===== config.mk =====
export PLATFORM = sky130hd
export DESIGN_NAME = clock_command_line_decoder
export DESIGN_NICKNAME = d
export VERILOG_FILES = /design/src/rtl/ccld_pkg.sv /design/src/rtl/ccld_fifo.sv /design/src/rtl/ccld_front.sv /design/src/rtl/ccld_back.sv /design/src/rtl/clock_command_line_decoder.sv
export SDC_FILE = /design/constraint.sdc
export NUM_CORES = 1
export LEC_CHECK = 0
export BUFFER_PORTS_ARGS = -buffer_cell sky130_fd_sc_hd__buf_2
export CAP_MARGIN = 30
export CORE_AREA = 2 2 126 128
export DETAILED_ROUTE_END_ITERATION = 16
export DIE_AREA = 0 0 128 130
export PLACE_DENSITY = 0.71
export SLEW_MARGIN = 20
export SYNTH_ARGS = -nofsm -noshare
export SYNTH_HDL_FRONTEND = slang
export SYNTH_SLANG_ARGS = --single-unit

===== constraint.sdc =====
create_clock -name clk -period 4.3 [get_ports clk]
set_input_delay 0.215 -clock clk [delete_from_list [all_inputs] [get_ports clk]]
set_output_delay 0.215 -clock clk [all_outputs]
set_load 0.01 [all_outputs]

===== src/rtl/ccld_pkg.sv =====
package ccld_pkg;

    localparam logic [7:0] LF_BYTE    = 8'd10;
    localparam logic [7:0] SPACE_BYTE = 8'd32;
    localparam int unsigned MAX_LINE  = 100;

    typedef logic [0:15][7:0] kw_t;

    localparam kw_t KW_READALARM = '{"R", "E", "A", "D", "A", "L", "A", "R", "M",
        8'h00, 8'h00, 8'h00, 8'h00, 8'h00, 8'h00, 8'h00};
    localparam kw_t KW_READTIME  = '{"R", "E", "A", "D", "T", "I", "M", "E",
        8'h00, 8'h00, 8'h00, 8'h00, 8'h00, 8'h00, 8'h00, 8'h00};
    localparam kw_t KW_SETTIME   = '{"S", "E", "T", "T", "I", "M", "E",
        8'h00, 8'h00, 8'h00, 8'h00, 8'h00, 8'h00, 8'h00, 8'h00, 8'h00};
    localparam kw_t KW_SETALARM  = '{"S", "E", "T", "A", "L", "A", "R", "M",
        8'h00, 8'h00, 8'h00, 8'h00, 8'h00, 8'h00, 8'h00, 8'h00};

    typedef enum logic [2:0] {
        ST_ALARM_READ = 3'd0,
        ST_TIME_READ  = 3'd1,
        ST_TIME_SET   = 3'd2,
        ST_ALARM_SET  = 3'd3,
        ST_VALID      = 3'd4,
        ST_INVALID    = 3'd5
    } status_t;

    // one decoded line, or one result item
    typedef struct packed {
        status_t     status;
        logic [4:0]  hour;
        logic [5:0]  minute;
        logic [5:0]  second;
    } line_rec_t;

endpackage


===== src/rtl/ccld_fifo.sv =====
module ccld_fifo
#(
    parameter int WIDTH = 20,
    parameter int DEPTH = 2
)
(
    input  logic             clk,
    input  logic             rst_n,
    input  logic             wr_en,
    input  logic [WIDTH-1:0] wr_data,
    input  logic             rd_en,
    output logic [WIDTH-1:0] rd_data,
    output logic             full,
    output logic             empty
);

    localparam int AW = (DEPTH > 1) ? $clog2(DEPTH) : 1;

    logic [WIDTH-1:0] mem [DEPTH];
    logic [AW-1:0]    wr_ptr_reg, wr_ptr_next;
    logic [AW-1:0]    rd_ptr_reg, rd_ptr_next;
    logic [AW:0]      count_reg, count_next;
    logic             do_wr, do_rd;

    assign full    = (count_reg == (AW+1)'(DEPTH));
    assign empty   = (count_reg == '0);
    assign do_wr   = wr_en && !full;
    assign do_rd   = rd_en && !empty;
    assign rd_data = mem[rd_ptr_reg];

    always_comb
    begin
        wr_ptr_next = wr_ptr_reg;
        rd_ptr_next = rd_ptr_reg;
        if (do_wr)
        begin
            wr_ptr_next = (wr_ptr_reg == AW'(DEPTH - 1)) ? '0 : wr_ptr_reg + 1'b1;
        end
        if (do_rd)
        begin
            rd_ptr_next = (rd_ptr_reg == AW'(DEPTH - 1)) ? '0 : rd_ptr_reg + 1'b1;
        end
        count_next = count_reg + (AW+1)'(do_wr) - (AW+1)'(do_rd);
    end

    always_ff @(posedge clk)
    begin
        if (do_wr)
        begin
            mem[wr_ptr_reg] <= wr_data;
        end
    end

    always_ff @(posedge clk or negedge rst_n)
    begin
        if (!rst_n)
        begin
            wr_ptr_reg <= '0;
            rd_ptr_reg <= '0;
            count_reg  <= '0;
        end
        else
        begin
            wr_ptr_reg <= wr_ptr_next;
            rd_ptr_reg <= rd_ptr_next;
            count_reg  <= count_next;
        end
    end

endmodule


===== src/rtl/ccld_front.sv =====
module ccld_front
    import ccld_pkg::*;
(
    input  logic      clk,
    input  logic      rst_n,
    input  logic      push,
    input  logic [7:0] rx_byte,
    output logic      full,
    input  logic      rec_full,
    output logic      rec_push,
    output line_rec_t rec
);

    logic [6:0] pos_reg, pos_next;
    logic       space_reg, space_next;
    logic [3:0] offset_reg, offset_next;
    logic [3:0] flags_reg, flags_next;
    logic       overlong_reg, overlong_next;
    logic [7:0] first_reg, first_next;
    logic [7:0] hour_reg, hour_next;
    logic [7:0] minute_reg, minute_next;
    logic [7:0] second_reg, second_next;

    logic       accept;
    logic       is_lf;
    logic [7:0] pair;
    logic       bad_line;

    function automatic logic kw_ok(input kw_t kw, input logic [3:0] len,
                                   input logic [6:0] pos, input logic [7:0] c);
        logic in_range;
        in_range = (pos < {3'b000, len});
        return in_range && (kw[pos[3:0]] == c);
    endfunction

    // 10*(c1-48)+(c2-48), held as 255 outside 0..255
    function automatic logic [7:0] pair_value(input logic [7:0] c1, input logic [7:0] c2);
        logic [11:0] sum;
        logic [11:0] diff;
        sum  = {1'b0, c1, 3'b000} + {3'b000, c1, 1'b0} + {4'h0, c2};
        diff = sum - 12'd528;
        if (sum < 12'd528 || sum > 12'd783)
        begin
            return 8'd255;
        end
        return diff[7:0];
    endfunction

    assign full   = rec_full;
    assign accept = push && !rec_full;
    assign is_lf  = (rx_byte == LF_BYTE);
    assign pair   = pair_value(first_reg, rx_byte);

    always_comb
    begin
        pos_next      = pos_reg;
        space_next    = space_reg;
        offset_next   = offset_reg;
        flags_next    = flags_reg;
        overlong_next = overlong_reg;
        first_next    = first_reg;
        hour_next     = hour_reg;
        minute_next   = minute_reg;
        second_next   = second_reg;

        if (accept && is_lf)
        begin
            pos_next      = '0;
            space_next    = 1'b0;
            offset_next   = '0;
            flags_next    = 4'hF;
            overlong_next = 1'b0;
            first_next    = '0;
            hour_next     = '0;
            minute_next   = '0;
            second_next   = '0;
        end
        else if (accept)
        begin
            if ({25'd0, pos_reg} >= MAX_LINE)
            begin
                overlong_next = 1'b1;
            end
            if (pos_reg != 7'd127)
            begin
                pos_next = pos_reg + 7'd1;
            end
            if (!kw_ok(KW_READALARM, 4'd9, pos_reg, rx_byte))
            begin
                flags_next[0] = 1'b0;
            end
            if (!kw_ok(KW_READTIME, 4'd8, pos_reg, rx_byte))
            begin
                flags_next[1] = 1'b0;
            end

            if (!space_reg)
            begin
                if (rx_byte == SPACE_BYTE)
                begin
                    space_next = 1'b1;
                    if (pos_reg != 7'd7)
                    begin
                        flags_next[2] = 1'b0;
                    end
                    if (pos_reg != 7'd8)
                    begin
                        flags_next[3] = 1'b0;
                    end
                end
                else
                begin
                    if (!kw_ok(KW_SETTIME, 4'd7, pos_reg, rx_byte))
                    begin
                        flags_next[2] = 1'b0;
                    end
                    if (!kw_ok(KW_SETALARM, 4'd8, pos_reg, rx_byte))
                    begin
                        flags_next[3] = 1'b0;
                    end
                end
            end
            else
            begin
                case (offset_reg)
                    4'd0, 4'd3, 4'd6: first_next  = rx_byte;
                    4'd1:             hour_next   = pair;
                    4'd4:             minute_next = pair;
                    4'd7:             second_next = pair;
                    default:          ;
                endcase
                if (offset_reg != 4'd15)
                begin
                    offset_next = offset_reg + 4'd1;
                end
            end
        end
    end

    // classify the line that the newline closes
    assign bad_line = overlong_reg || !space_reg || (offset_reg < 4'd8) ||
                      (hour_reg > 8'd24) || (minute_reg > 8'd60) || (second_reg > 8'd60);

    always_comb
    begin
        rec_push   = accept && is_lf && (pos_reg != '0);
        rec.hour   = hour_reg[4:0];
        rec.minute = minute_reg[5:0];
        rec.second = second_reg[5:0];
        if (!overlong_reg && flags_reg[0] && pos_reg == 7'd9)
        begin
            rec.status = ST_ALARM_READ;
        end
        else if (!overlong_reg && flags_reg[1] && pos_reg == 7'd8)
        begin
            rec.status = ST_TIME_READ;
        end
        else if (bad_line)
        begin
            rec.status = ST_INVALID;
            rec.hour   = '0;
            rec.minute = '0;
            rec.second = '0;
        end
        else if (flags_reg[2])
        begin
            rec.status = ST_TIME_SET;
        end
        else if (flags_reg[3])
        begin
            rec.status = ST_ALARM_SET;
        end
        else
        begin
            rec.status = ST_VALID;
        end
    end

    always_ff @(posedge clk or negedge rst_n)
    begin
        if (!rst_n)
        begin
            pos_reg      <= '0;
            space_reg    <= 1'b0;
            offset_reg   <= '0;
            flags_reg    <= 4'hF;
            overlong_reg <= 1'b0;
            first_reg    <= '0;
            hour_reg     <= '0;
            minute_reg   <= '0;
            second_reg   <= '0;
        end
        else
        begin
            pos_reg      <= pos_next;
            space_reg    <= space_next;
            offset_reg   <= offset_next;
            flags_reg    <= flags_next;
            overlong_reg <= overlong_next;
            first_reg    <= first_next;
            hour_reg     <= hour_next;
            minute_reg   <= minute_next;
            second_reg   <= second_next;
        end
    end

endmodule


===== src/rtl/ccld_back.sv =====
module ccld_back
    import ccld_pkg::*;
(
    input  logic      clk,
    input  logic      rst_n,
    input  logic      line_empty,
    input  line_rec_t line_rec,
    output logic      line_pop,
    input  logic      res_full,
    output logic      res_push,
    output line_rec_t res
);

    logic [4:0] clock_hour_reg, clock_hour_next;
    logic [5:0] clock_minute_reg, clock_minute_next;
    logic [5:0] clock_second_reg, clock_second_next;
    logic [4:0] alarm_hour_reg, alarm_hour_next;
    logic [5:0] alarm_minute_reg, alarm_minute_next;

    assign line_pop = !line_empty && !res_full;
    assign res_push = line_pop;

    always_comb
    begin
        res               = line_rec;
        clock_hour_next   = clock_hour_reg;
        clock_minute_next = clock_minute_reg;
        clock_second_next = clock_second_reg;
        alarm_hour_next   = alarm_hour_reg;
        alarm_minute_next = alarm_minute_reg;
        case (line_rec.status)
            ST_ALARM_READ:
            begin
                res.hour   = alarm_hour_reg;
                res.minute = alarm_minute_reg;
                res.second = '0;
            end
            ST_TIME_READ:
            begin
                res.hour   = clock_hour_reg;
                res.minute = clock_minute_reg;
                res.second = clock_second_reg;
            end
            ST_TIME_SET:
            begin
                if (line_pop)
                begin
                    clock_hour_next   = line_rec.hour;
                    clock_minute_next = line_rec.minute;
                    clock_second_next = line_rec.second;
                end
            end
            ST_ALARM_SET:
            begin
                res.second = '0;
                if (line_pop)
                begin
                    alarm_hour_next   = line_rec.hour;
                    alarm_minute_next = line_rec.minute;
                end
            end
            default: ;
        endcase
    end

    always_ff @(posedge clk or negedge rst_n)
    begin
        if (!rst_n)
        begin
            clock_hour_reg   <= '0;
            clock_minute_reg <= '0;
            clock_second_reg <= '0;
            alarm_hour_reg   <= '0;
            alarm_minute_reg <= '0;
        end
        else
        begin
            clock_hour_reg   <= clock_hour_next;
            clock_minute_reg <= clock_minute_next;
            clock_second_reg <= clock_second_next;
            alarm_hour_reg   <= alarm_hour_next;
            alarm_minute_reg <= alarm_minute_next;
        end
    end

endmodule


===== src/rtl/clock_command_line_decoder.sv =====
// one received byte per cycle while full is low; bytes other than newline update only the line tracker
// a newline transfer's result is registered in the line queue, then in the result queue, before it
// reaches the outputs, and it waits in the line queue while the result queue is full
// sustained throughput is one byte per cycle while full is low, set by the line tracker
// full rises only when the two-entry line queue is full and the executor is blocked by the result side
// asynchronous active-low reset clears the line tracker, the stored time and alarm, and both queues
module clock_command_line_decoder
    import ccld_pkg::*;
#(
    parameter int QUEUE_DEPTH = 2
)
(
    input  logic       clk,
    input  logic       rst_n,
    input  logic       push,
    output logic       full,
    input  logic [7:0] rx_byte,
    input  logic       pop,
    output logic       empty,
    output logic [2:0] status,
    output logic [4:0] hour_out,
    output logic [5:0] minute_out,
    output logic [5:0] second_out
);

    localparam int REC_W = $bits(line_rec_t);

    line_rec_t  front_rec, queued_rec, back_res, out_rec;
    logic       front_push, line_full, line_empty, line_pop;
    logic       res_push, res_full;
    logic [REC_W-1:0] queued_bits, out_bits;

    ccld_front u_front
    (
        .clk      (clk),
        .rst_n    (rst_n),
        .push     (push),
        .rx_byte  (rx_byte),
        .full     (full),
        .rec_full (line_full),
        .rec_push (front_push),
        .rec      (front_rec)
    );

    ccld_fifo #(.WIDTH(REC_W), .DEPTH(QUEUE_DEPTH)) u_line_q
    (
        .clk     (clk),
        .rst_n   (rst_n),
        .wr_en   (front_push),
        .wr_data (front_rec),
        .rd_en   (line_pop),
        .rd_data (queued_bits),
        .full    (line_full),
        .empty   (line_empty)
    );

    assign queued_rec = line_rec_t'(queued_bits);

    ccld_back u_back
    (
        .clk        (clk),
        .rst_n      (rst_n),
        .line_empty (line_empty),
        .line_rec   (queued_rec),
        .line_pop   (line_pop),
        .res_full   (res_full),
        .res_push   (res_push),
        .res        (back_res)
    );

    ccld_fifo #(.WIDTH(REC_W), .DEPTH(QUEUE_DEPTH)) u_res_q
    (
        .clk     (clk),
        .rst_n   (rst_n),
        .wr_en   (res_push),
        .wr_data (back_res),
        .rd_en   (pop),
        .rd_data (out_bits),
        .full    (res_full),
        .empty   (empty)
    );

    assign out_rec    = line_rec_t'(out_bits);
    assign status     = out_rec.status;
    assign hour_out   = out_rec.hour;
    assign minute_out = out_rec.minute;
    assign second_out = out_rec.second;

endmodule


# [Word level (Yosys, flattened, before mapping)]
# Memories as Yosys holds them, arrays and structs flattened.
# Cells that the tools add are included.
[totals] memories=6 rom_bits=512 ramBits=80 in_bits=12 register_bits=85
[mem_list] name="(name not given)" depth=16 width=8 rd=1 rd_ports_with_merged_regs=0 wr=0 line_no="ccld_front.sv:33" text="return in_range && (kw[pos[3:0]] == c);"
[mem_list] name="(name not given)" depth=16 width=8 rd=1 rd_ports_with_merged_regs=0 wr=0 line_no="ccld_front.sv:33"
[mem_list] name="(name not given)" depth=16 width=8 rd=1 rd_ports_with_merged_regs=0 wr=0 line_no="ccld_front.sv:33"
[mem_list] name="(name not given)" depth=16 width=8 rd=1 rd_ports_with_merged_regs=0 wr=0 line_no="ccld_front.sv:33"
[mem_list] name="u_line_q.mem" depth=2 width=20 rd=1 rd_ports_with_merged_regs=0 wr=1 line_no="ccld_fifo.sv:19" text="logic [WIDTH-1:0] mem [DEPTH];"
[mem_list] name="u_res_q.mem" depth=2 width=20 rd=1 rd_ports_with_merged_regs=0 wr=1 line_no="ccld_fifo.sv:19"
[op_classes] reduce_logical=57 eq_ne=29 n_mux=69 bitwise=1 addsub=13 order_cmp=11
[ops] cell="two-way mux 8 bit" count=26
[ops] cell="two-way mux 17 bit" count=3
[ops] cell="equality test 8 bit" count=4
[ops] cell="two-way mux 4 bit" count=6
[ops] cell="two-way mux 1 bit" count=22
[ops] cell="one-hot mux 11 bit (2 select lines)" count=1
[ops] cell="two-way mux 7 bit" count=3
[ops] cell="nonzero test 2 bit" count=9
[ops] cell="greater-than comparator 8 x 6 -> 1 bit (second input constant)" count=2
[ops] cell="logical AND 1 bit" count=16
[ops] cell="two-way mux 3 bit" count=5
[ops] cell="AND reduction 3 bit" count=5
[ops] cell="equality test 7 x 4 -> 1 bit (second input constant)" count=2
[ops] cell="< comparator 7 x 4 -> 1 bit (second input constant)" count=2
[ops] cell="adder 11 x 9 -> 12 bit" count=1
[ops] cell="adder 12 x 8 -> 12 bit" count=1
[ops] cell="equality test 4 x 3 -> 1 bit (second input constant)" count=3
[ops] cell="greater-than comparator 12 x 10 -> 1 bit (second input constant)" count=1
[ops] cell="< comparator 12 x 10 -> 1 bit (second input constant)" count=1
[ops] cell="one-hot mux 6 bit (2 select lines)" count=1
[ops] cell="AND reduction 2 bit" count=6
[ops] cell="equality test 8 x 4 -> 1 bit (second input constant)" count=1
[ops] cell="equality test 8 x 6 -> 1 bit (second input constant)" count=1
[ops] cell="greater-than comparator 8 x 5 -> 1 bit (second input constant)" count=1
[ops] cell="33 further kinds" count=57

# [Longest topological paths before layout]
# Gate-level depths: netlist of run 1.
[logic_depth] depth_word=11 depth_mapped=15 mapped_depth_nobuf=13

# [Modules after synthesis]
# Synthesis of run 1 repeated with hierarchy kept, for this count alone.
[hier_totals] cells_unflattened=693 area_unflattened_um2=8360.5
[modules_own_cells] module="ccld_front" area_per_inst_um2=3622.2 n_inst=1 seq_area_each_um2=1231.2 cells_each=421
[modules_own_cells] module="ccld_fifo" area_per_inst_um2=1649.1 n_inst=2 seq_area_each_um2=1301.2 cells_each=80
[modules_own_cells] module="ccld_back" area_per_inst_um2=1440.1 n_inst=1 seq_area_each_um2=700.7 cells_each=112

# [Least setup slack after synthesis of run 1]
# No wires, ideal clock.
[synth_timing] kind="register to register" start="reg u_front.first_reg[0]" end="reg u_front.minute_reg[0]" setup_slack_ns=1.401 arrival_ns=2.765 n_path_buf=1 period_less_slack_ns=2.899 path_stages_with_launch=12 setup_ns=0.134 t_required_ns=4.166 path_cell_list="dfrtp_1 -> fa_1 -> inv_1 -> fa_1 -> nand2b_1 -> a21oi_1 -> a22oi_1 -> xnor2_1 -> nor4b_1 -> and2_1 -> buf_2 -> a31oi_1"
[synth_via] elab_chain_cells=10 word_cells_on_any_way=11 classes_between="2 x add/sub; 2 x order compare; 6 x mux; 1 x reduce/logical"
[synth_lines] element="start: declaration" line_no="ccld_front.sv:19" text="logic [7:0] first_reg, first_next;"
[synth_lines] element="start signal: assignment" line_no="ccld_front.sv:200" text="first_reg <= first_next;"
[synth_lines] element="adder 11 x 9 -> 12 bit (*)" line_no="ccld_front.sv:40" text="sum = {1'b0, c1, 3'b000} + {3'b000, c1, 1'b0} + {4'h0, c2};"
[synth_lines] element="adder 12 x 8 -> 12 bit (*)" line_no="ccld_front.sv:40"
[synth_lines] element="< comparator 12 x 10 -> 1 bit / greater-than comparator 12 x 10 -> 1 bit (equally long branches)" line_no="ccld_front.sv:42" text="if (sum < 12'd528 || sum > 12'd783)"
[synth_lines] element="logical OR 1 bit (*)" line_no="ccld_front.sv:42"
[synth_lines] element="two-way mux 1 bit (*)" line_no="ccld_front.sv:42"
[synth_lines] element="two-way mux 8 bit (*)" line_no="ccld_front.sv:46" text="return diff[7:0];"
[synth_lines] element="two-way mux 8 bit (*)" line_no="ccld_front.sv:125" text="case (offset_reg)"
[synth_lines] element="two-way mux 8 bit (*)" line_no="ccld_front.sv:97" text="if (!space_reg)"
[synth_lines] element="two-way mux 8 bit (*)" line_no="ccld_front.sv:78" text="else if (accept)"
[synth_lines] element="two-way mux 8 bit (*)" line_no="ccld_front.sv:66" text="if (accept && is_lf)"
[synth_lines] element="end signal: assignment" line_no="ccld_front.sv:202" text="minute_reg <= minute_next;"
[synth_lines] element="end: declaration" line_no="ccld_front.sv:21" text="logic [7:0] minute_reg, minute_next;"
# Mark *: on every way between the ends. The rest lies on a longest branch, timed or not. The select of a mux whose other input is x is not followed.
# A chain may end at the register's enable or synchronous reset.

# [Worst setup path in the final report of run 1]
[layout_timing] start="reg u_front.first_reg[0]" end="reg u_front.hour_reg[2]"
[layout_via] elab_chain_cells=10 word_cells_on_any_way=12 classes_between="3 x add/sub; 2 x order compare; 6 x mux; 1 x reduce/logical"
[layout_lines] element="adder 11 x 9 -> 12 bit (*)" line_no="ccld_front.sv:40"
[layout_lines] element="adder 12 x 8 -> 12 bit (*)" line_no="ccld_front.sv:40"
[layout_lines] element="< comparator 12 x 10 -> 1 bit / greater-than comparator 12 x 10 -> 1 bit (equally long branches)" line_no="ccld_front.sv:42"
[layout_lines] element="logical OR 1 bit" line_no="ccld_front.sv:42"
[layout_lines] element="two-way mux 1 bit" line_no="ccld_front.sv:42"
[layout_lines] element="two-way mux 8 bit (*)" line_no="ccld_front.sv:46"
[layout_lines] element="two-way mux 8 bit (*)" line_no="ccld_front.sv:125"
[layout_lines] element="two-way mux 8 bit (*)" line_no="ccld_front.sv:97"
[layout_lines] element="two-way mux 8 bit (*)" line_no="ccld_front.sv:78"
[layout_lines] element="two-way mux 8 bit (*)" line_no="ccld_front.sv:66"
[layout_lines] element="end signal: assignment" line_no="ccld_front.sv:201" text="hour_reg <= hour_next;"
[layout_lines] element="end: declaration" line_no="ccld_front.sv:20" text="logic [7:0] hour_reg, hour_next;"
# Marked as above.

==> results of run 1 <==
final cells by class:
class | instances | area share, %
Sequential cell | 165 | 49.2
Inverter | 34 | 1.39
Tap cell | 192 | 2.61
Multi-Input combinational cell | 504 | 37.0
Clock inverter | 15 | 2.26
Timing Repair Buffer | 43 | 2.85
Clock buffer | 17 | 4.62
worst paths after layout:
| kind | from | endpoint | slack (ns) | cells past startpoint |
|---|---|---|---|---|
| min in group asynchronous | rst_n | u_front.pos_reg[0]$_DFFE_PN0P_ | 0.31 | 2 |
| min | rx_byte[7] | u_front.first_reg[7]$_DFFE_PN0P_ | 0.14 | 3 |
| min reg2reg | u_back.clock_minute_reg[3]$_DFFE_PN0P_ | u_back.clock_minute_reg[3]$_DFFE_PN0P_ | 0.47 | 2 |
| max | u_front.first_reg[0]$_DFFE_PN0P_ | u_front.hour_reg[2]$_DFFE_PN0P_ | 0.72 | 10 |
| max reg2reg | u_front.first_reg[0]$_DFFE_PN0P_ | u_front.hour_reg[2]$_DFFE_PN0P_ | 0.72 | 10 |
| max in group asynchronous | rst_n | u_front.flags_reg[2]$_DFFE_PN1P_ | 3.29 | 3 |
metal layers:
layer  GRT usage (%)  wire, um
met4            6.98       243
met5               0         0
met1            24.3      6940
met2            36.9      8160
met3            4.39       546
layout by cell type (no fill, tap or decap), types with 5 or more instances in the layout:
| cell type | instances |
|---|---|
| xor2_1 | 11 |
| mux2_2 | 23 |
| a211oi_1 | 19 |
| a31oi_1 | 24 |
| dfrtp_1 | 81 |
| inv_8 | 6 |
| clkbuf_16 | 17 |
| and2_1 | 24 |
| o21ai_0 | 53 |
| nor4_1 | 9 |
| edfxtp_1 | 80 |
| ha_1 | 28 |
| nor3_1 | 17 |
| fa_1 | 6 |
| o21ai_1 | 21 |
| buf_4 | 7 |
| nor2b_1 | 20 |
| nand2_1 | 67 |
| nor2_1 | 37 |
| xnor2_1 | 25 |
| inv_1 | 32 |
| a21oi_1 | 32 |
| nand4_1 | 7 |
| buf_2 | 33 |
| nand2b_1 | 7 |
| nand3_1 | 5 |
| mux2i_1 | 23 |
worst register-to-register path: stages, from the launching register on:
cell and delay [ns]:
dfrtp_1 0.41, fa_1 0.54, inv_1 0.07, fa_1 0.43
nand2b_1 0.20, a21oi_1 0.29, a22oi_1 0.16, xnor2_1 0.14
nor4b_1 0.35, and2_1 0.65, a31oi_1 0.18
metrics by stage:
step / setup slack (ns) / hold slack (ns) / std cells / utilization (%)
after CTS: 0.738 / 0.134 / 969 / 59.6
after floorplan: 1.40 / -0.0806 / 746 / -
after global placement: 0.877 / 0.447 / 934 / 55.3
final: 0.724 / 0.136 / 970 / 59.7
after global routing: 0.317 / 0.165 / 970 / 59.7
after detailed placement: 0.727 / 0.241 / 936 / 55.4
report_power, final:
part           internal (W)  total, W  switching [W]  leakage (nW)
logic               0.00108   0.00254        0.00147          1.63
registers           0.00207   0.00234       0.000265          1.85
clock network      0.000942   0.00162       0.000675         0.306
cell families (layout without fill, tap and decap cells):
kind of cell	count (synthesis)	in the layout	synth area share [%]
AOI/OAI and AO/OA	174	174	12.5
buffers and inverters	77	109	3.98
xor gates and xnor gates	36	36	3.81
adders and majority gates	34	34	5.69
DFF	165	165	54.8
and+or+nand+nor	212	212	13.0
muxes	48	48	6.17
==> reports/metrics.cfg, run 1 <==
[timing]
fmax_mhz=280
finalSetupViolations=0
finalCriticalPeriod_ns=3.58
post-route-period-util_pct=83.2
rsz0062_at_grt=false
skew_ns=0.00985
setup_tns_ns=0
slew_headroom_pct=37.1
hold_violations=0
finalMaxSlewViolations=0
worstMarginPinSlew_ns=0.943

[die]
dieArea_um2=16600
placementRows=46
die_y_um=130
io_pins=34
die_w_um=128
core-area_um2=15400
start_util_pct=53.6

[routing]
drt_wl_total_um=15900
vias_per_cell=5.69
ant_nets=0
num_vias=5519
first_pass_iters=5
wl_per_cell_um=16.4
drt_iter0_drc=478
drc=0

[critical_path]
path_max_fanout=21
worstPathRequired_ns=4.58
cp_slowest_cell=and2_1
cp-end-kind=flip-flop
max_stage_delay_ns=0.65
path_class=flip-flop to flip-flop
worst-path-buf-inv=1
crit_chain=fa_1, inv_1, fa_1, nand2b_1, a21oi_1, a22oi_1, xnor2_1, nor4b_1, and2_1, a31oi_1
crit_family=simple AND/OR/NAND/NOR gates
cp_common_cell=fa_1
cp_data_arrival_time_ns=3.85
crit_path_start_kind=flip-flop

[clock_network]
cts_setup_buffers=0
root_buffer=clkbuf_16
clk_pin_slew_worst_paths_ns=0.07
clkSinkCount=165
cts_tree=yes
cts-buffers-inserted=17
clk_latency_ns=0.43
postCtsHoldBufs=1
clk_path_buf_depth=2
h-tree-depth=4
ctsResizeCount=0

[placed_design]
dp_hpwl_um=11100
numPortBuffers=33
place_area_um2=8550
place.gp.congestion=0.913

[layout]
register_area_um2=4530
drive_gt1_share_pct=14.4
num-fill-cells=1237
fin_nets=811
reg_top3=u_line_q.mem x40, u_res_q.mem x40
final_cell_area_um2=9210
multi_input_area_um2=3410
area_growth_pct=11.3
antennaDiodeCount=0

[global_routing]
grt_max_degree=44
antenna_found_initial=0
gr-total-overflow=0
grt_pass1_vias=5501
grt_use_total_pct=20.4
grt_pass1_wl_um=26700

[yosys]
netlist-cell-type-count=62
synth_fp_nets=792
yosysTopAreaCellShare_pct=29.0
synth_area_leaders=edfxtp_1, dfrtp_1, ha_1
ys_ff_latch=165
synth-edff-count=80
syn_avg_cell_area_um2=11.1
ys_warn_count=0
async_reset_ff_share_pct=51.5
yosysMostFrequentCell=dfrtp_1
ys_seq_area_share_pct=54.8
syn_area_um2=8270
synthTopCellsByCount=dfrtp_1, edfxtp_1, nand2_1, o21ai_0, nor2_1
synthCells=746
synth_ff_type=dfrtp_1
synth_top_cell_by_area=edfxtp_1

[power]
power_w=0.00650
power_density_nw_per_um2=706
p_leak_nw=3.79
irDropWorstVdd_v=0.000470

[flow_run]
cap_violations=0

[run_status]
status=completed

[min_path]
min_path_type=primary input to flip-flop

(Power assumes the default switching activity.)
==> run 2: changes to the inputs <==
- ABC_AREA: unset -> 1
- CORE_AREA: 2 2 126 128 -> 2 2 129 131
- DIE_AREA: 0 0 128 130 -> 0 0 131 133
- clock period: 4.3 -> 3.62 ns (I/O delays scaled with it)
==> reports/metrics.cfg, run 2 <==
[routing]
ant_nets=0
drt_wl_total_um=17100
num_vias=6362
drc=0
first_pass_iters=5
wl_per_cell_um=13.8
drt_iter0_drc=387
vias_per_cell=5.14

[yosys]
ys_warn_count=0
synth-edff-count=80
synth_top_cell_by_area=edfxtp_1
yosysMostFrequentCell=nand2_1
synth_area_leaders=edfxtp_1, dfrtp_1, nand2_1
ys_seq_area_share_pct=52.2
synthTopCellsByCount=nand2_1, inv_1, dfrtp_1, edfxtp_1, nand3_1
syn_area_um2=8690
syn_avg_cell_area_um2=8.96
ys_ff_latch=165
async_reset_ff_share_pct=51.5
netlist-cell-type-count=48
synth_ff_type=dfrtp_1
synthCells=970
yosysTopAreaCellShare_pct=27.6
synth_fp_nets=1016

[layout]
antennaDiodeCount=0
final_cell_mix=nand2_1, inv_1, dfrtp_1
fin_nets=1051
area_growth_pct=11.0
mostFrequentLayoutCell=nand2_1
drive_gt1_share_pct=12.2
fin_util_pct=59.7
reg_top3=u_line_q.mem x40, u_res_q.mem x40

[placed_design]
dp_hpwl_um=12200
numPortBuffers=33
place.gp.congestion=0.957

[timing]
finalMaxSlewViolations=0
finalCriticalPeriod_ns=2.89
fmax_mhz=346
rsz0062_at_grt=false
hold_violations=0
setup_tns_ns=0
skew_ns=0.00810
worstMarginPinSlew_ns=0.781
finalSetupViolations=0
slew_headroom_pct=47.9
post-route-period-util_pct=79.8

[power]
clockPowerShare_pct=19.1
switching_power_w=0.00416
pwr-share-comb_pct=46.9
p_leak_nw=4.48
seqPwrFrac_pct=34.0
power_density_nw_per_um2=971
p_int_w=0.00520
irDropWorstVdd_v=0.000528
p_sw_share_pct=44.5

[critical_path]
cp-end-kind=flip-flop
cp_data_arrival_time_ns=3.20
cp_slowest_cell=fa_1
cp_common_cell=nand2_1
crit_chain=inv_1, fa_1, inv_1, ha_1, nand2_1, nand2_1, inv_1, nand2_1, nand2_1, nand2_1, ha_1, inv_1, nor2_1, nand3_1, nand2_2, nand3_1, nand3_1, nand2_1
endpoint=u_front.hour_reg[5]$_DFFE_PN0P_
path_max_fanout=8
crit_path_start_kind=flip-flop
worstPathRequired_ns=3.93
max_stage_delay_ns=0.50
regToRegEndpoint=u_front.hour_reg[5]$_DFFE_PN0P_
startpoint=u_front.first_reg[1]$_DFFE_PN0P_
ff2ff_path_depth=18
worst-r2r-setup-slack_ns=0.73
path_class=flip-flop to flip-flop
rr_startpoint=u_front.first_reg[1]$_DFFE_PN0P_

[clock_network]
root_buffer=clkbuf_16
clk_pin_slew_worst_paths_ns=0.07
postCtsHoldBufs=1
h-tree-depth=4
cts_tree=yes
cts-buffers-inserted=17
clk_path_buf_depth=2
clkSinkCount=165
clk_latency_ns=0.43
cts_setup_buffers=0
ctsResizeCount=0

[die]
dieArea_um2=17400
die_w_um=131
placementRows=47
die_y_um=133
start_util_pct=53.7
core-area_um2=16200
io_pins=34

[min_path]
min_path_type=primary input to flip-flop

[run_status]
status=completed

[global_routing]
gr-total-overflow=0
grt_max_degree=72
grt_use_total_pct=20.9
grt_pass1_vias=6140
antenna_found_initial=0
grt_pass1_wl_um=28900

[flow_run]
cap_violations=0

run 2: worst min-delay path by stage:
| stage | start | to | slack, ns | cells past startpoint |
|---|---|---|---|---|
| floorplan | rst_n | u_back.alarm_hour_reg[0]$_DFFE_PN0P_ | -0.11 | 0 |
| global placement | rst_n | u_front.pos_reg[1]$_DFFE_PN0P_ | 0.38 | 1 |
| detailed placement | rst_n | u_front.pos_reg[1]$_DFFE_PN0P_ | 0.38 | 1 |
| finish | rx_byte[7] | u_front.first_reg[7]$_DFFE_PN0P_ | 0.08 | 3 |
| global route | rx_byte[7] | u_front.first_reg[7]$_DFFE_PN0P_ | 0.10 | 3 |
| CTS | rx_byte[7] | u_front.first_reg[7]$_DFFE_PN0P_ | 0.07 | 3 |
run 2: worst max-delay path, delay by kind of cell, from the launching register on:
kind          cells  cell delay [ns]
flops             1             0.36
fa+ha+maj         3             1.08
simple gates     11             1.12
buf+inv           4             0.21
run 2: logic make-up after synthesis:
group | count (synthesis) | share of synthesized area, %
and+or+nand+nor | 480 | 24.8
DFF | 165 | 52.2
buffers and inverters | 160 | 7.91
AOI/OAI and AO/OA | 109 | 7.46
adders and majority gates | 34 | 5.41
xor gates and xnor gates | 22 | 2.22
run 2: power groups by stage:
| stage | clock, W | combinational [W] | sequential (W) |
|---|---|---|---|
| 2_1_floorplan | 0 | 0.00345 | 0.00306 |
| 3_3_place_gp | 0 | 0.00431 | 0.00319 |
| 3_5_place_dp | 0 | 0.00438 | 0.00322 |
| 4_1_cts | 0.00183 | 0.00442 | 0.00318 |
| 5_1_grt | 0.00190 | 0.00509 | 0.00326 |
| 6_report | 0.00179 | 0.00439 | 0.00318 |
run 2: per-layer routing:
metal	wire (um)	global-route usage (%)	share of wire (%)
met5	0	0	0
met4	347	8.22	2.0
met3	528	3.60	3.1
met2	8780	35.6	51
met1	7470	26.5	44
run 2: area by class of cell:
class	count	area, um^2
multi-input combinational	645	3470
clock buffer	17	425
inverter	132	495
sequential	165	4530
timing repair buffer	44	270
tap	220	275
fill	1396	6520
clock inverter	15	180
run 2: through the flow:
| step | worst slack [ns] | power [W] | hold slack (ns) | area (um^2) | std cells |
|---|---|---|---|---|---|
| 6_report | 0.730 | 0.00936 | 0.0810 | 9650 | 1238 |
| 2_1_floorplan | 0.978 | 0.00651 | -0.115 | 8690 | 970 |
| 4_1_cts | 0.731 | 0.00943 | 0.0723 | 9620 | 1236 |
| 5_1_grt | 0.428 | 0.0103 | 0.101 | 9650 | 1238 |
| 3_3_place_gp | 0.736 | 0.00751 | 0.381 | 9000 | 1203 |
| 3_5_place_dp | 0.654 | 0.00759 | 0.380 | 9000 | 1203 |
==> run 3: changes to the inputs <==
- PLACE_DENSITY: 0.71 -> 0.74
- clock period: 3.62 -> 2.55 ns (I/O delays scaled with it)
==> reports/metrics.cfg, run 3 (synthesized netlist as in run 2, its figures left out) <==
[critical_path]
worst-r2r-setup-slack_ns=-0.12
path_class=flip-flop to flip-flop
regToRegEndpoint=u_front.second_reg[5]$_DFFE_PN0P_
cp_slowest_cell=fa_1
cp-end-kind=flip-flop
worstPathRequired_ns=2.87
cp_data_arrival_time_ns=2.99
path_max_fanout=8
crit_path_start_kind=flip-flop
rr_startpoint=u_front.first_reg[3]$_DFFE_PN0P_
ff2ff_path_depth=14
crit_chain=buf_4, fa_1, ha_4, buf_4, nand2_1, nor2_1, nand3_1, nand3_1, nand3_2, nor2_4, buf_12, nand3_4, nand3_2, nand2_1
max_stage_delay_ns=0.51

[timing]
finalCriticalPeriod_ns=2.67
skew_ns=0.00841
post-route-period-util_pct=105
setup_slack_ns=-0.123
finalMaxSlewViolations=0
setup_tns_ns=-2.38
hold_violations=0
finalSetupViolations=24
slew_headroom_pct=55.6
rsz0062_at_grt=true
worstMarginPinSlew_ns=0.659
fmax_mhz=374

[global_routing]
grt_use_total_pct=22.1
grt_pass1_wl_um=30400
gr-total-overflow=0
antenna_found_initial=0
grt_pass1_vias=6485
grt_max_degree=45

[clock_network]
cts_tree=yes
clk_latency_ns=0.44
cts-buffers-inserted=17
clk_path_buf_depth=2
h-tree-depth=4
clk_pin_slew_worst_paths_ns=0.07
root_buffer=clkbuf_16
clkSinkCount=165

[routing]
first_pass_iters=5
wl_per_cell_um=14.5
drt_iter0_drc=476
drt_wl_total_um=18600
drc=0
num_vias=6690
vias_per_cell=5.23
ant_nets=0

[layout]
multi_input_area_um2=3790
antennaDiodeCount=0
mostFrequentLayoutCell=nand2_1
area_growth_pct=18.5
reg_top3=u_line_q.mem x40, u_res_q.mem x40
layout.cells.non_filler=1279
fin_util_pct=63.7
final_cell_area_um2=10300
fin_nets=1092
final_cell_mix=nand2_1, inv_1, dfrtp_1
drive_gt1_share_pct=20.8
num-fill-cells=1305
register_area_um2=4530

[die]
placementRows=47
start_util_pct=53.7
core-area_um2=16200
io_pins=34
die_y_um=133
die_w_um=131
dieArea_um2=17400

[flow_run]
cap_violations=0

[power]
power_density_nw_per_um2=1540
p_leak_nw=4.72
power_w=0.0158
irDropWorstVdd_v=0.00121

[min_path]
whs_path_depth=3
min_from=rx_byte[7]
holdPathEnd=u_front.first_reg[7]$_DFFE_PN0P_
min_path_type=primary input to flip-flop

[placed_design]
numPortBuffers=33
place.gp.congestion=0.938
dp_hpwl_um=12700
dp_cells=1238
place_area_um2=9290

[run_status]
status=finished with violations
violations=setup timing

## run 3: layout make-up
class	count	share of cell area, %
Inverter	132	4.81
Tap cell	220	2.67
Timing Repair Buffer	85	5.76
Sequential cell	165	44.0
Clock inverter	15	1.71
Multi-Input combinational cell	645	36.9
Clock buffer	17	4.13
## run 3: worst max-delay path: cells and delay by family, from the launching register on
kind                       cells  cell delay [ns]
buffers and inverters          3             0.42
DFF                            1             0.39
and+or+nand+nor                9             0.92
adders and majority gates      2             0.82
## run 3: where the power goes
group	switching, W	total [W]	internal, W	leakage [nW]
Clock	0.00119	0.00260	0.00141	0.298
Sequential	0.000486	0.00442	0.00394	1.77
Combinational	0.00548	0.00882	0.00334	2.65
## run 3: repair_timing
| action | CTS | global route |
|---|---|---|
| hold buffers | 1 | 0 |
| endpoints found under the setup margin | 24 | 24 |
| resized for setup | 41 | 27 |
| buffers inserted | 7 | 0 |
| pin swaps | 18 | 25 |
| hold endpoints to repair | 37 | 0 |
## run 3: layer usage
metal  track usage, %  vias up  part of all wire [%]
met5                0        -                     0
met3             3.80       55                   4.1
met2             39.3      178                    53
met1             26.3     3142                    40
met4             8.87        0                   2.9
li1                 -     3315                     -
## run 3: how the worst max path moves through the flow
stage / startpoint / cells after the start / slack (ns) / end
2_1_floorplan: u_front.first_reg[3]$_DFFE_PN0P_ / 18 / 0.0005 / u_front.minute_reg[4]$_DFFE_PN0P_
3_3_place_gp: u_front.first_reg[0]$_DFFE_PN0P_ / 13 / -0.09 / u_front.second_reg[0]$_DFFE_PN0P_
3_5_place_dp: u_front.first_reg[0]$_DFFE_PN0P_ / 13 / -0.16 / u_front.minute_reg[4]$_DFFE_PN0P_
4_1_cts: u_front.first_reg[3]$_DFFE_PN0P_ / 18 / -0.04 / u_front.minute_reg[0]$_DFFE_PN0P_
5_1_grt: u_front.first_reg[3]$_DFFE_PN0P_ / 14 / -0.25 / u_front.minute_reg[2]$_DFFE_PN0P_
6_report: u_front.first_reg[3]$_DFFE_PN0P_ / 14 / -0.12 / u_front.second_reg[5]$_DFFE_PN0P_
## run 3: per-stage QoR
stage / hold slack (ns) / worst slack [ns]
2_1_floorplan: -0.168 / 0.000545
3_3_place_gp: 0.381 / -0.0947
3_5_place_dp: 0.143 / -0.163
4_1_cts: 0.0111 / -0.0400
5_1_grt: 0.0390 / -0.247
6_report: 0.0198 / -0.123
